**config.mk**
```make
export PLATFORM = sky130hd
export DESIGN_NAME = rtc_bcd_timezone_date_adjust_top_flat
export DESIGN_NICKNAME = d
export VERILOG_FILES = /design/src/rtcz_pkg.sv /design/src/rtcz_req_if.sv /design/src/rtcz_rsp_if.sv /design/src/rtcz_decode_stage.sv /design/src/rtcz_wrap_stage.sv /design/src/rtcz_roll_stage.sv /design/src/rtc_bcd_timezone_date_adjust_top.sv /design/src/flat_wrapper.sv
export SDC_FILE = /design/constraint.sdc
export NUM_CORES = 1
export LEC_CHECK = 0
export ABC_AREA = 0
export BUFFER_PORTS_ARGS = -buffer_cell sky130_fd_sc_hd__buf_2
export CAP_MARGIN = 20
export CORE_ASPECT_RATIO = 1.1
export CORE_UTILIZATION = 55
export DETAILED_ROUTE_END_ITERATION = 12
export GPL_TIMING_DRIVEN = 1
export HOLD_SLACK_MARGIN = 0.02
export PLACE_DENSITY_LB_ADDON = 0.15
export REMOVE_ABC_BUFFERS = 1
export SYNTH_ARGS = -nofsm -noshare
export SYNTH_HDL_FRONTEND = slang
export SYNTH_SLANG_ARGS = --single-unit
```
**constraint.sdc**
```tcl
create_clock -name clk_i -period 3.35 [get_ports clk_i]
set_clock_uncertainty 0.1 [all_clocks]
set_input_delay 0.1675 -clock clk_i [delete_from_list [all_inputs] [get_ports clk_i]]
set_output_delay 0.1675 -clock clk_i [all_outputs]
set_load 0.02 [all_outputs]
```
**src/rtcz_pkg.sv**
```systemverilog
package rtcz_pkg;

  localparam int unsigned PaddrWidth = 3;
  localparam int unsigned PdataWidth = 32;

  // Word index of the zone offset register, taken from paddr[PaddrWidth-1].
  localparam logic RegZoneOffset = 1'b0;

  localparam logic signed [4:0] ZoneOffsetReset = -5'sd3;
  localparam logic [11:0] BaseYear = 12'd2000;
  localparam logic [11:0] WrapYear = 12'd2100;
  localparam logic signed [8:0] HoursPerDay = 9'sd24;
  localparam logic [7:0] MonthsPerYear = 8'd12;

  localparam logic [4:0] MonthLen [13] = '{
    5'd0, 5'd31, 5'd28, 5'd31, 5'd30, 5'd31, 5'd30,
    5'd31, 5'd31, 5'd30, 5'd31, 5'd30, 5'd31
  };

  typedef enum logic [2:0] {
    SelSec   = 3'd0,
    SelMin   = 3'd1,
    SelHour  = 3'd2,
    SelDay   = 3'd3,
    SelMonth = 3'd4,
    SelYear  = 3'd5
  } sel_e;

  typedef struct packed {
    logic [7:0] bcd_seconds;
    logic [7:0] bcd_minutes;
    logic [7:0] bcd_hours;
    logic [7:0] bcd_day;
    logic [7:0] bcd_month;
    logic [7:0] bcd_year;
    logic [2:0] operation;
  } in_item_t;

  typedef struct packed {
    logic [5:0]  local_seconds;
    logic [5:0]  local_minutes;
    logic [4:0]  local_hour;
    logic [4:0]  local_day;
    logic [3:0]  local_month;
    logic [11:0] local_year;
    logic [11:0] chosen_value;
  } out_item_t;

  typedef struct packed {
    logic [7:0]        sec;
    logic [7:0]        min;
    logic signed [8:0] hour;
    logic [7:0]        day;
    logic [7:0]        mon;
    logic [11:0]       year;
    logic [2:0]        sel;
  } dec_t;

  typedef struct packed {
    logic [7:0]        sec;
    logic [7:0]        min;
    logic [4:0]        hour;
    logic signed [8:0] day;
    logic [7:0]        mon;
    logic [11:0]       year;
    logic [4:0]        dim_cur;
    logic [7:0]        mon_prev;
    logic [11:0]       year_prev;
    logic [4:0]        dim_prev;
    logic [2:0]        sel;
  } cal_t;

  function automatic logic [7:0] bcd_decode(input logic [7:0] b);
    logic [7:0] hi;
    logic [7:0] lo;
    hi = {4'b0, b[7:4]};
    lo = {4'b0, b[3:0]};
    return (hi << 3) + (hi << 1) + lo;
  endfunction

  // Years seen here lie between 1999 and 2165, where 2000 is the only
  // multiple of 400 and 2100 the only other multiple of 100.
  function automatic logic leap_year(input logic [11:0] y);
    return (y[1:0] == 2'b00) && (y != WrapYear);
  endfunction

  function automatic logic [4:0] days_in(input logic [7:0] m, input logic [11:0] y);
    logic [4:0] len;
    if (m < 8'd1 || m > MonthsPerYear) begin
      len = 5'd0;
    end else if (m == 8'd2 && leap_year(y)) begin
      len = 5'd29;
    end else begin
      len = MonthLen[m[3:0]];
    end
    return len;
  endfunction

endpackage

```
**src/rtcz_req_if.sv**
```systemverilog
interface rtcz_req_if import rtcz_pkg::*; ();
  logic     valid;
  logic     ready;
  in_item_t item;

  modport source (output valid, output item, input ready);
  modport sink (input valid, input item, output ready);
endinterface

```
**src/rtcz_rsp_if.sv**
```systemverilog
interface rtcz_rsp_if import rtcz_pkg::*; ();
  logic      valid;
  logic      ready;
  out_item_t item;

  modport source (output valid, output item, input ready);
  modport sink (input valid, input item, output ready);
endinterface

```
**src/rtcz_decode_stage.sv**
```systemverilog
module rtcz_decode_stage import rtcz_pkg::*; (
  input  logic              clk_i,
  input  logic              rst_ni,
  input  logic              en_i,
  input  logic              valid_i,
  input  in_item_t          item_i,
  input  logic signed [4:0] zone_i,
  output logic              valid_o,
  output dec_t              item_o
);

  logic valid_q;
  dec_t item_d;
  dec_t item_q;

  always_comb begin
    item_d.sec  = bcd_decode(item_i.bcd_seconds);
    item_d.min  = bcd_decode(item_i.bcd_minutes);
    item_d.hour = $signed({1'b0, bcd_decode(item_i.bcd_hours)}) +
                  $signed({{4{zone_i[4]}}, zone_i});
    item_d.day  = bcd_decode(item_i.bcd_day);
    item_d.mon  = bcd_decode(item_i.bcd_month);
    item_d.year = BaseYear + {4'b0, bcd_decode(item_i.bcd_year)};
    item_d.sel  = item_i.operation;
  end

  always_ff @(posedge clk_i or negedge rst_ni) begin
    if (!rst_ni) begin
      valid_q <= 1'b0;
    end else if (en_i) begin
      valid_q <= valid_i;
    end
  end

  always_ff @(posedge clk_i) begin
    if (en_i && valid_i) begin
      item_q <= item_d;
    end
  end

  assign valid_o = valid_q;
  assign item_o  = item_q;

endmodule

```
**src/rtcz_wrap_stage.sv**
```systemverilog
module rtcz_wrap_stage import rtcz_pkg::*; (
  input  logic clk_i,
  input  logic rst_ni,
  input  logic en_i,
  input  logic valid_i,
  input  dec_t item_i,
  output logic valid_o,
  output cal_t item_o
);

  logic              valid_q;
  cal_t              item_d;
  cal_t              item_q;
  logic signed [8:0] hour_w;
  logic signed [8:0] day_w;

  always_comb begin
    hour_w = item_i.hour;
    day_w  = $signed({1'b0, item_i.day});
    if (item_i.hour >= HoursPerDay) begin
      hour_w = item_i.hour - HoursPerDay;
      day_w  = day_w + 9'sd1;
    end else if (item_i.hour < 9'sd0) begin
      hour_w = item_i.hour + HoursPerDay;
      day_w  = day_w - 9'sd1;
    end

    item_d.sec  = item_i.sec;
    item_d.min  = item_i.min;
    item_d.hour = hour_w[4:0];
    item_d.day  = day_w;
    item_d.mon  = item_i.mon;
    item_d.year = item_i.year;
    item_d.sel  = item_i.sel;
    item_d.dim_cur = days_in(item_i.mon, item_i.year);
    if (item_i.mon <= 8'd1) begin
      item_d.mon_prev  = MonthsPerYear;
      item_d.year_prev = item_i.year - 12'd1;
    end else begin
      item_d.mon_prev  = item_i.mon - 8'd1;
      item_d.year_prev = item_i.year;
    end
    item_d.dim_prev = days_in(item_d.mon_prev, item_d.year_prev);
  end

  always_ff @(posedge clk_i or negedge rst_ni) begin
    if (!rst_ni) begin
      valid_q <= 1'b0;
    end else if (en_i) begin
      valid_q <= valid_i;
    end
  end

  always_ff @(posedge clk_i) begin
    if (en_i && valid_i) begin
      item_q <= item_d;
    end
  end

  assign valid_o = valid_q;
  assign item_o  = item_q;

endmodule

```
**src/rtcz_roll_stage.sv**
```systemverilog
module rtcz_roll_stage import rtcz_pkg::*; (
  input  logic      clk_i,
  input  logic      rst_ni,
  input  logic      en_i,
  input  logic      valid_i,
  input  cal_t      item_i,
  output logic      valid_o,
  output out_item_t item_o
);

  logic              valid_q;
  out_item_t         item_d;
  out_item_t         item_q;
  logic              roll_fwd;
  logic              roll_back;
  logic [4:0]        day_f;
  logic [7:0]        mon_f;
  logic [11:0]       year_f;

  assign roll_fwd  = item_i.day > $signed({4'b0, item_i.dim_cur});
  assign roll_back = item_i.day <= 9'sd0;

  always_comb begin
    day_f  = item_i.day[4:0];
    mon_f  = item_i.mon;
    year_f = item_i.year;
    if (roll_fwd) begin
      day_f = 5'd1;
      if (item_i.mon >= MonthsPerYear) begin
        mon_f  = 8'd1;
        year_f = item_i.year + 12'd1;
      end else begin
        mon_f = item_i.mon + 8'd1;
      end
    end else if (roll_back) begin
      day_f  = item_i.dim_prev;
      mon_f  = item_i.mon_prev;
      year_f = item_i.year_prev;
    end

    item_d.local_seconds = item_i.sec[5:0];
    item_d.local_minutes = item_i.min[5:0];
    item_d.local_hour    = item_i.hour;
    item_d.local_day     = day_f;
    item_d.local_month   = mon_f[3:0];
    item_d.local_year    = year_f;

    unique case (sel_e'(item_i.sel))
      SelSec:   item_d.chosen_value = {6'b0, item_d.local_seconds};
      SelMin:   item_d.chosen_value = {6'b0, item_d.local_minutes};
      SelHour:  item_d.chosen_value = {7'b0, item_d.local_hour};
      SelDay:   item_d.chosen_value = {7'b0, item_d.local_day};
      SelMonth: item_d.chosen_value = {8'b0, item_d.local_month};
      SelYear:  item_d.chosen_value = item_d.local_year;
      default:  item_d.chosen_value = 12'd0;
    endcase
  end

  always_ff @(posedge clk_i or negedge rst_ni) begin
    if (!rst_ni) begin
      valid_q <= 1'b0;
    end else if (en_i) begin
      valid_q <= valid_i;
    end
  end

  always_ff @(posedge clk_i) begin
    if (en_i && valid_i) begin
      item_q <= item_d;
    end
  end

  assign valid_o = valid_q;
  assign item_o  = item_q;

  a_roll_fwd_day_one: assert property (@(posedge clk_i) disable iff (!rst_ni)
    en_i && valid_i && roll_fwd |=> item_q.local_day == 5'd1)
    else $error("forward rollover did not give day one");

  a_roll_back_last_day: assert property (@(posedge clk_i) disable iff (!rst_ni)
    en_i && valid_i && !roll_fwd && roll_back
      |=> item_q.local_day == $past(item_i.dim_prev))
    else $error("backward rollover did not give the previous month length");

  a_stall_holds_valid: assert property (@(posedge clk_i) disable iff (!rst_ni)
    !en_i |=> $stable(valid_q))
    else $error("output stage valid changed while stalled");

endmodule

```
**src/rtc_bcd_timezone_date_adjust_top.sv**
```systemverilog
// Converts a real-time-clock reading of six BCD bytes into local calendar time.
// The req_i channel carries one reading per item together with a field
// selector; the rsp_o channel returns the six decoded local fields and the
// selected field. Both channels use a valid/ready handshake.
// The zone offset register is written through the APB port at any address
// with paddr[PaddrWidth-1] clear, and may only change while no item is in flight.
// An accepted item passes through the decode, hour wrap and date rollover
// register stages in that order and is then presented on rsp_o.
// Throughput is one item per cycle unless rsp_o stalls; the three stages
// advance together. When the receiver stalls, all stages hold their contents
// and req_i.ready drops, so nothing is lost or repeated.
// Reset clears every stage valid bit and sets the zone offset to minus three
// hours.
module rtc_bcd_timezone_date_adjust_top import rtcz_pkg::*; (
  input  logic                  clk_i,
  input  logic                  rst_ni,
  rtcz_req_if.sink              req_i,
  rtcz_rsp_if.source            rsp_o,
  input  logic                  psel,
  input  logic                  penable,
  input  logic                  pwrite,
  input  logic [PaddrWidth-1:0] paddr,
  input  logic [PdataWidth-1:0] pwdata,
  output logic [PdataWidth-1:0] prdata,
  output logic                  pready
);

  logic signed [4:0] zone_q;
  logic              cfg_wr;
  logic              en;
  logic              s1_valid;
  dec_t              s1_item;
  logic              s2_valid;
  cal_t              s2_item;
  logic              s3_valid;
  out_item_t         s3_item;

  assign pready = 1'b1;
  assign cfg_wr = psel && penable && pwrite && pready &&
                  (paddr[PaddrWidth-1] == RegZoneOffset);

  always_ff @(posedge clk_i or negedge rst_ni) begin
    if (!rst_ni) begin
      zone_q <= ZoneOffsetReset;
    end else if (cfg_wr) begin
      zone_q <= $signed(pwdata[4:0]);
    end
  end

  always_comb begin
    if (paddr[PaddrWidth-1] == RegZoneOffset) begin
      prdata = {{(PdataWidth-5){zone_q[4]}}, zone_q};
    end else begin
      prdata = '0;
    end
  end

  assign en          = !s3_valid || rsp_o.ready;
  assign req_i.ready = en;

  rtcz_decode_stage u_decode (
    .clk_i   (clk_i),
    .rst_ni  (rst_ni),
    .en_i    (en),
    .valid_i (req_i.valid),
    .item_i  (req_i.item),
    .zone_i  (zone_q),
    .valid_o (s1_valid),
    .item_o  (s1_item)
  );

  rtcz_wrap_stage u_wrap (
    .clk_i   (clk_i),
    .rst_ni  (rst_ni),
    .en_i    (en),
    .valid_i (s1_valid),
    .item_i  (s1_item),
    .valid_o (s2_valid),
    .item_o  (s2_item)
  );

  rtcz_roll_stage u_roll (
    .clk_i   (clk_i),
    .rst_ni  (rst_ni),
    .en_i    (en),
    .valid_i (s2_valid),
    .item_i  (s2_item),
    .valid_o (s3_valid),
    .item_o  (s3_item)
  );

  assign rsp_o.valid = s3_valid;
  assign rsp_o.item  = s3_item;

  a_cfg_write_lands: assert property (@(posedge clk_i) disable iff (!rst_ni)
    cfg_wr |=> zone_q == $signed($past(pwdata[4:0])))
    else $error("zone offset write was not stored");

  a_stall_blocks_input: assert property (@(posedge clk_i) disable iff (!rst_ni)
    rsp_o.valid && !rsp_o.ready |-> !req_i.ready)
    else $error("item accepted while the output stage is stalled");

  a_accept_enters_pipe: assert property (@(posedge clk_i) disable iff (!rst_ni)
    req_i.valid && req_i.ready |=> s1_valid)
    else $error("accepted item did not enter the first stage");

endmodule

```
**src/flat_wrapper.sv**
```systemverilog
// flat-port wrapper written by rule: the top's interface ports become plain ports
module rtc_bcd_timezone_date_adjust_top_flat import rtcz_pkg::*;
  (clk_i, rst_ni, psel, penable, pwrite, paddr, pwdata, prdata, pready, req_i_valid, req_i_item, req_i_ready, rsp_o_valid, rsp_o_item, rsp_o_ready);
  rtcz_req_if req_i_i ();
  rtcz_rsp_if rsp_o_i ();
  input  logic clk_i;
  input  logic rst_ni;
  input  logic psel;
  input  logic penable;
  input  logic pwrite;
  input  logic [PaddrWidth-1:0] paddr;
  input  logic [PdataWidth-1:0] pwdata;
  output logic [PdataWidth-1:0] prdata;
  output logic pready;
  input wire logic [$bits(req_i_i.valid)-1:0] req_i_valid;
  input wire logic [$bits(req_i_i.item)-1:0] req_i_item;
  output wire logic [$bits(req_i_i.ready)-1:0] req_i_ready;
  output wire logic [$bits(rsp_o_i.valid)-1:0] rsp_o_valid;
  output wire logic [$bits(rsp_o_i.item)-1:0] rsp_o_item;
  input wire logic [$bits(rsp_o_i.ready)-1:0] rsp_o_ready;
  assign req_i_i.valid = req_i_valid;
  assign req_i_i.item = req_i_item;
  assign req_i_ready = req_i_i.ready;
  assign rsp_o_valid = rsp_o_i.valid;
  assign rsp_o_item = rsp_o_i.item;
  assign rsp_o_i.ready = rsp_o_ready;
  rtc_bcd_timezone_date_adjust_top u_core (.clk_i(clk_i), .rst_ni(rst_ni), .req_i(req_i_i), .rsp_o(rsp_o_i), .psel(psel), .penable(penable), .pwrite(pwrite), .paddr(paddr), .pwdata(pwdata), .prdata(prdata), .pready(pready));
endmodule
```
==> summary.txt <==
Status
  • Outcome: finished clean

Final layout
  • ANT cells: 0
  • Fin nets: 1,046
  • Share of layout cells above drive strength 1: 25.11%
  • Finished Cell Area: 11,110 um^2
  • Fill cells: 1,257
  • Footprint of the multi-input gates: 3635 um^2
  • Area grow syn2layout: 17.76%
  • Sequential Area: 5400 um^2
  • Final Core Density: 67.12%

Synth
  • Largest cells by area after synthesis: edfxtp_1 55%, ha_1 8.6%, fa_1 2.8%
  • EDFF count, synth: 173
  • Async SR Flop Fraction: 4.420%
  • Yosys cell types: 78
  • Cells after Synth: 713
  • Synthesized flop and latch total: 181
  • Sequential fraction of the synthesis area: 57.23%
  • Synth Cell Area: 9435 um^2
  • Ys Warns: 0
  • Syn avg cell area: 13.23 um^2
  • Share of Yosys cell area claimed by the top area cell type: 55.06%
  • Main synth FF type: edfxtp_1
  • Cell taking the most area after synthesis: edfxtp_1

Clock tree
  • Post_cts resized: 0
  • Num Clock Sinks: 181
  • Longest Clk Path Bufs: 2
  • Clk_lat worst skew: 0.43 ns
  • H-tree level count: 4
  • Num CTS Buffers: 17
  • Root buffer cell: clkbuf_16
  • CTS clk-pin slew, worst paths: 0.07 ns
  • TritonCTS clock tree: built

Global route
  • Vias in the first global route: 6,252
  • First-pass GRT wire length: 29,860 um
  • Initial antenna violation count: 0
  • Largest net degree at the start of global routing: 72
  • GRT overflow: 0
  • Total GRT Usage: 21.56%

Worst setup path
  • Kind of critical path: reg -> reg
  • Setup crit start kind: flop
  • R2R depth: 7
  • Crit path DAT: 3.00 ns
  • Crit. Startpoint: u_core.u_wrap.item_o[55]
  • Crit Reg-Reg Startpoint: u_core.u_wrap.item_o[55]
  • CP Max Fanout: 13
  • CP endpoint kind: flop
  • Req. time, crit path: 3.43 ns

Route
  • Post-route DRC violation count: 0
  • Routed WL: 18,310 um
  • Routed WL per cell: 16.77 um
  • Vias per cell: 5.664
  • DRT iter0 DRCs: 455
  • Via count: 6,185
  • First-pass DRT Iterations: 5
  • Antenna-violating nets left: 0

STA
  • Endpoints failing setup: 0
  • Min cycle time layout: 2.922 ns
  • Final hold vios: 0
  • Slew Viols, Final: 0
  • Min Hold Slack: 0.08069 ns
  • Worst slew pin tran: 0.7138 ns
  • RSZ-0062 raised after global routing: false
  • Max Freq: 342.3 MHz
  • Setup TNS: 0 ns
  • Final period util: 87.21%
  • Slew margin rel.: 52.20%

Power and ir drop
  • Pwr dens: 636.4 nW/um^2
  • Pleak: 4.582 nW
  • Max IR drop VDD: 0.0003675 V

Floorplan
  • Cell row count: 49
  • Core Box Area: 16,550 um^2
  • Num ports: 178
  • Die area: 17,680 um^2
  • Initial Utilization: 57.00%
  • Die span in x: 126.9 um
  • Die Ht: 139.4 um

Placed design
  • Post-DP Area: 10,220 um^2
  • Gpl congestion: 0.8707
  • # port buffers: 147
  • Dpl hpwl: 13,410 um

Hold path
  • Hold path depth: 3
  • Min-delay src: rsp_o_ready
  • Worst Hold Class: in -> reg

Job
  • Max Cap Viol: 0
-- metal layers --
layer	GRT usage (%)	part of all wire (%)	wire [um]	vias to the layer above
met5	0	0	0	-
met1	26.19	42	7666	2958
met4	8.521	2.3	426	0
met3	4.075	3.9	714	35
met2	37.83	52	9506	198
li1	-	-	-	2994
-- sequential cells by signal, indices dropped and copies added, names as in the netlist --
register                 count
u_core.u_wrap.item_o        71
u_core.u_decode.item_o      52
u_core.u_roll.item_o        50
u_core.zone_q                5
u_core.u_decode.valid_o      1
u_core.u_roll.valid_o        1
u_core.u_wrap.valid_o        1
-- kinds of logic (layout without fill, tap and decap cells) --
family	count (synthesis)	count (layout)	share of synthesized area [%]
simple gates	179	179	10.32
mux	18	18	2.188
other cells	1	1	0.03974
compound gates	133	133	10.11
fa+ha+maj	78	78	11.38
xor+xnor	46	46	4.429
buf+inv	77	252	4.310
flops	181	181	57.23
-- cell type report --
class / count / area share [%]
Clock buffer: 22 / 4.268
Sequential cell: 181 / 48.60
Multi-Input combinational cell: 455 / 32.71
Inverter: 36 / 1.216
Tap cell: 204 / 2.297
Clock inverter: 10 / 0.8784
Timing Repair Buffer: 184 / 10.02
-- worst paths after layout --
path	slack, ns	to
max in group asynchronous	2.30	u_core.zone_q[1]
hold / removal	0.08	u_core.u_roll.valid_o
hold reg to reg	0.32	u_core.u_wrap.item_o[69]
setup / recovery	0.43	u_core.u_roll.item_o[5]
setup reg to reg	0.43	u_core.u_roll.item_o[5]
min in group asynchronous	0.20	u_core.zone_q[4]
-- where the power goes --
group,leakage [nW],internal [W],switching [W]
Sequential,1.74,0.00311,0.000267
Clock,0.285,0.00109,0.000812
Combinational,2.56,0.000694,0.00110
-- worst max-delay path, cell delays in order, from the launching register on --
cell and delay (ns):
edfxtp_1 0.44, ha_1 0.36, o211ai_1 0.27, a21oi_2 0.12, o21ai_1 0.35, nand2_1 0.37, o221a_2 0.43, a22o_1 0.24
-- synth_stat cells, types with 7 or more instances --
library cell and count:
xnor2_1 23, buf_4 29, nor2b_1 13, o21a_1 8
o21ai_0 8, nor3_1 12, edfxtp_1 173, nand3_1 15
nor2_1 46, a21oi_1 32, nand2_1 39, ha_1 65
buf_2 7, fa_1 13, xor2_1 21, a21o_1 14
nand4_1 8, inv_1 36, mux2_2 11, a211oi_1 10
-- stage by stage --
stage / total power [W] / cells / worst slack (ns)
5_1_grt: 0.007409 / 1092 / 0.2371
3_5_place_dp: 0.005169 / 1029 / 0.2671
4_1_cts: 0.007110 / 1091 / 0.4734
3_3_place_gp: 0.005074 / 1029 / 0.3805
2_1_floorplan: 0.004570 / 672 / -4.713
6_report: 0.007071 / 1092 / 0.4284
-- cell usage in the layout, fill, tap and decap left out, types with 5 or more instances in the layout --
master,n
a22oi_1,5
a21o_1,14
nand2_1,39
mux2_2,11
or3_1,6
edfxtp_1,173
nand3_1,15
xor2_1,21
nor2b_1,12
nor2_1,46
inv_1,36
nor3_1,12
ha_1,65
o21a_1,8
a21oi_1,32
dlygate4sd3_1,30
buf_4,5
buf_2,147
xnor2_1,23
nand4_1,8
a211oi_1,10
clkbuf_16,17
fa_1,13
o21ai_0,8
mux2i_1,6
-- what timing repair did --
| item | CTS | global route |
|---|---|---|
| buffers inserted | 0 | 0 |
| hold buffers | 30 | 0 |
| hold endpoints to repair | 36 | 0 |
No activity file was read; power rests on OpenSTA's default activity.
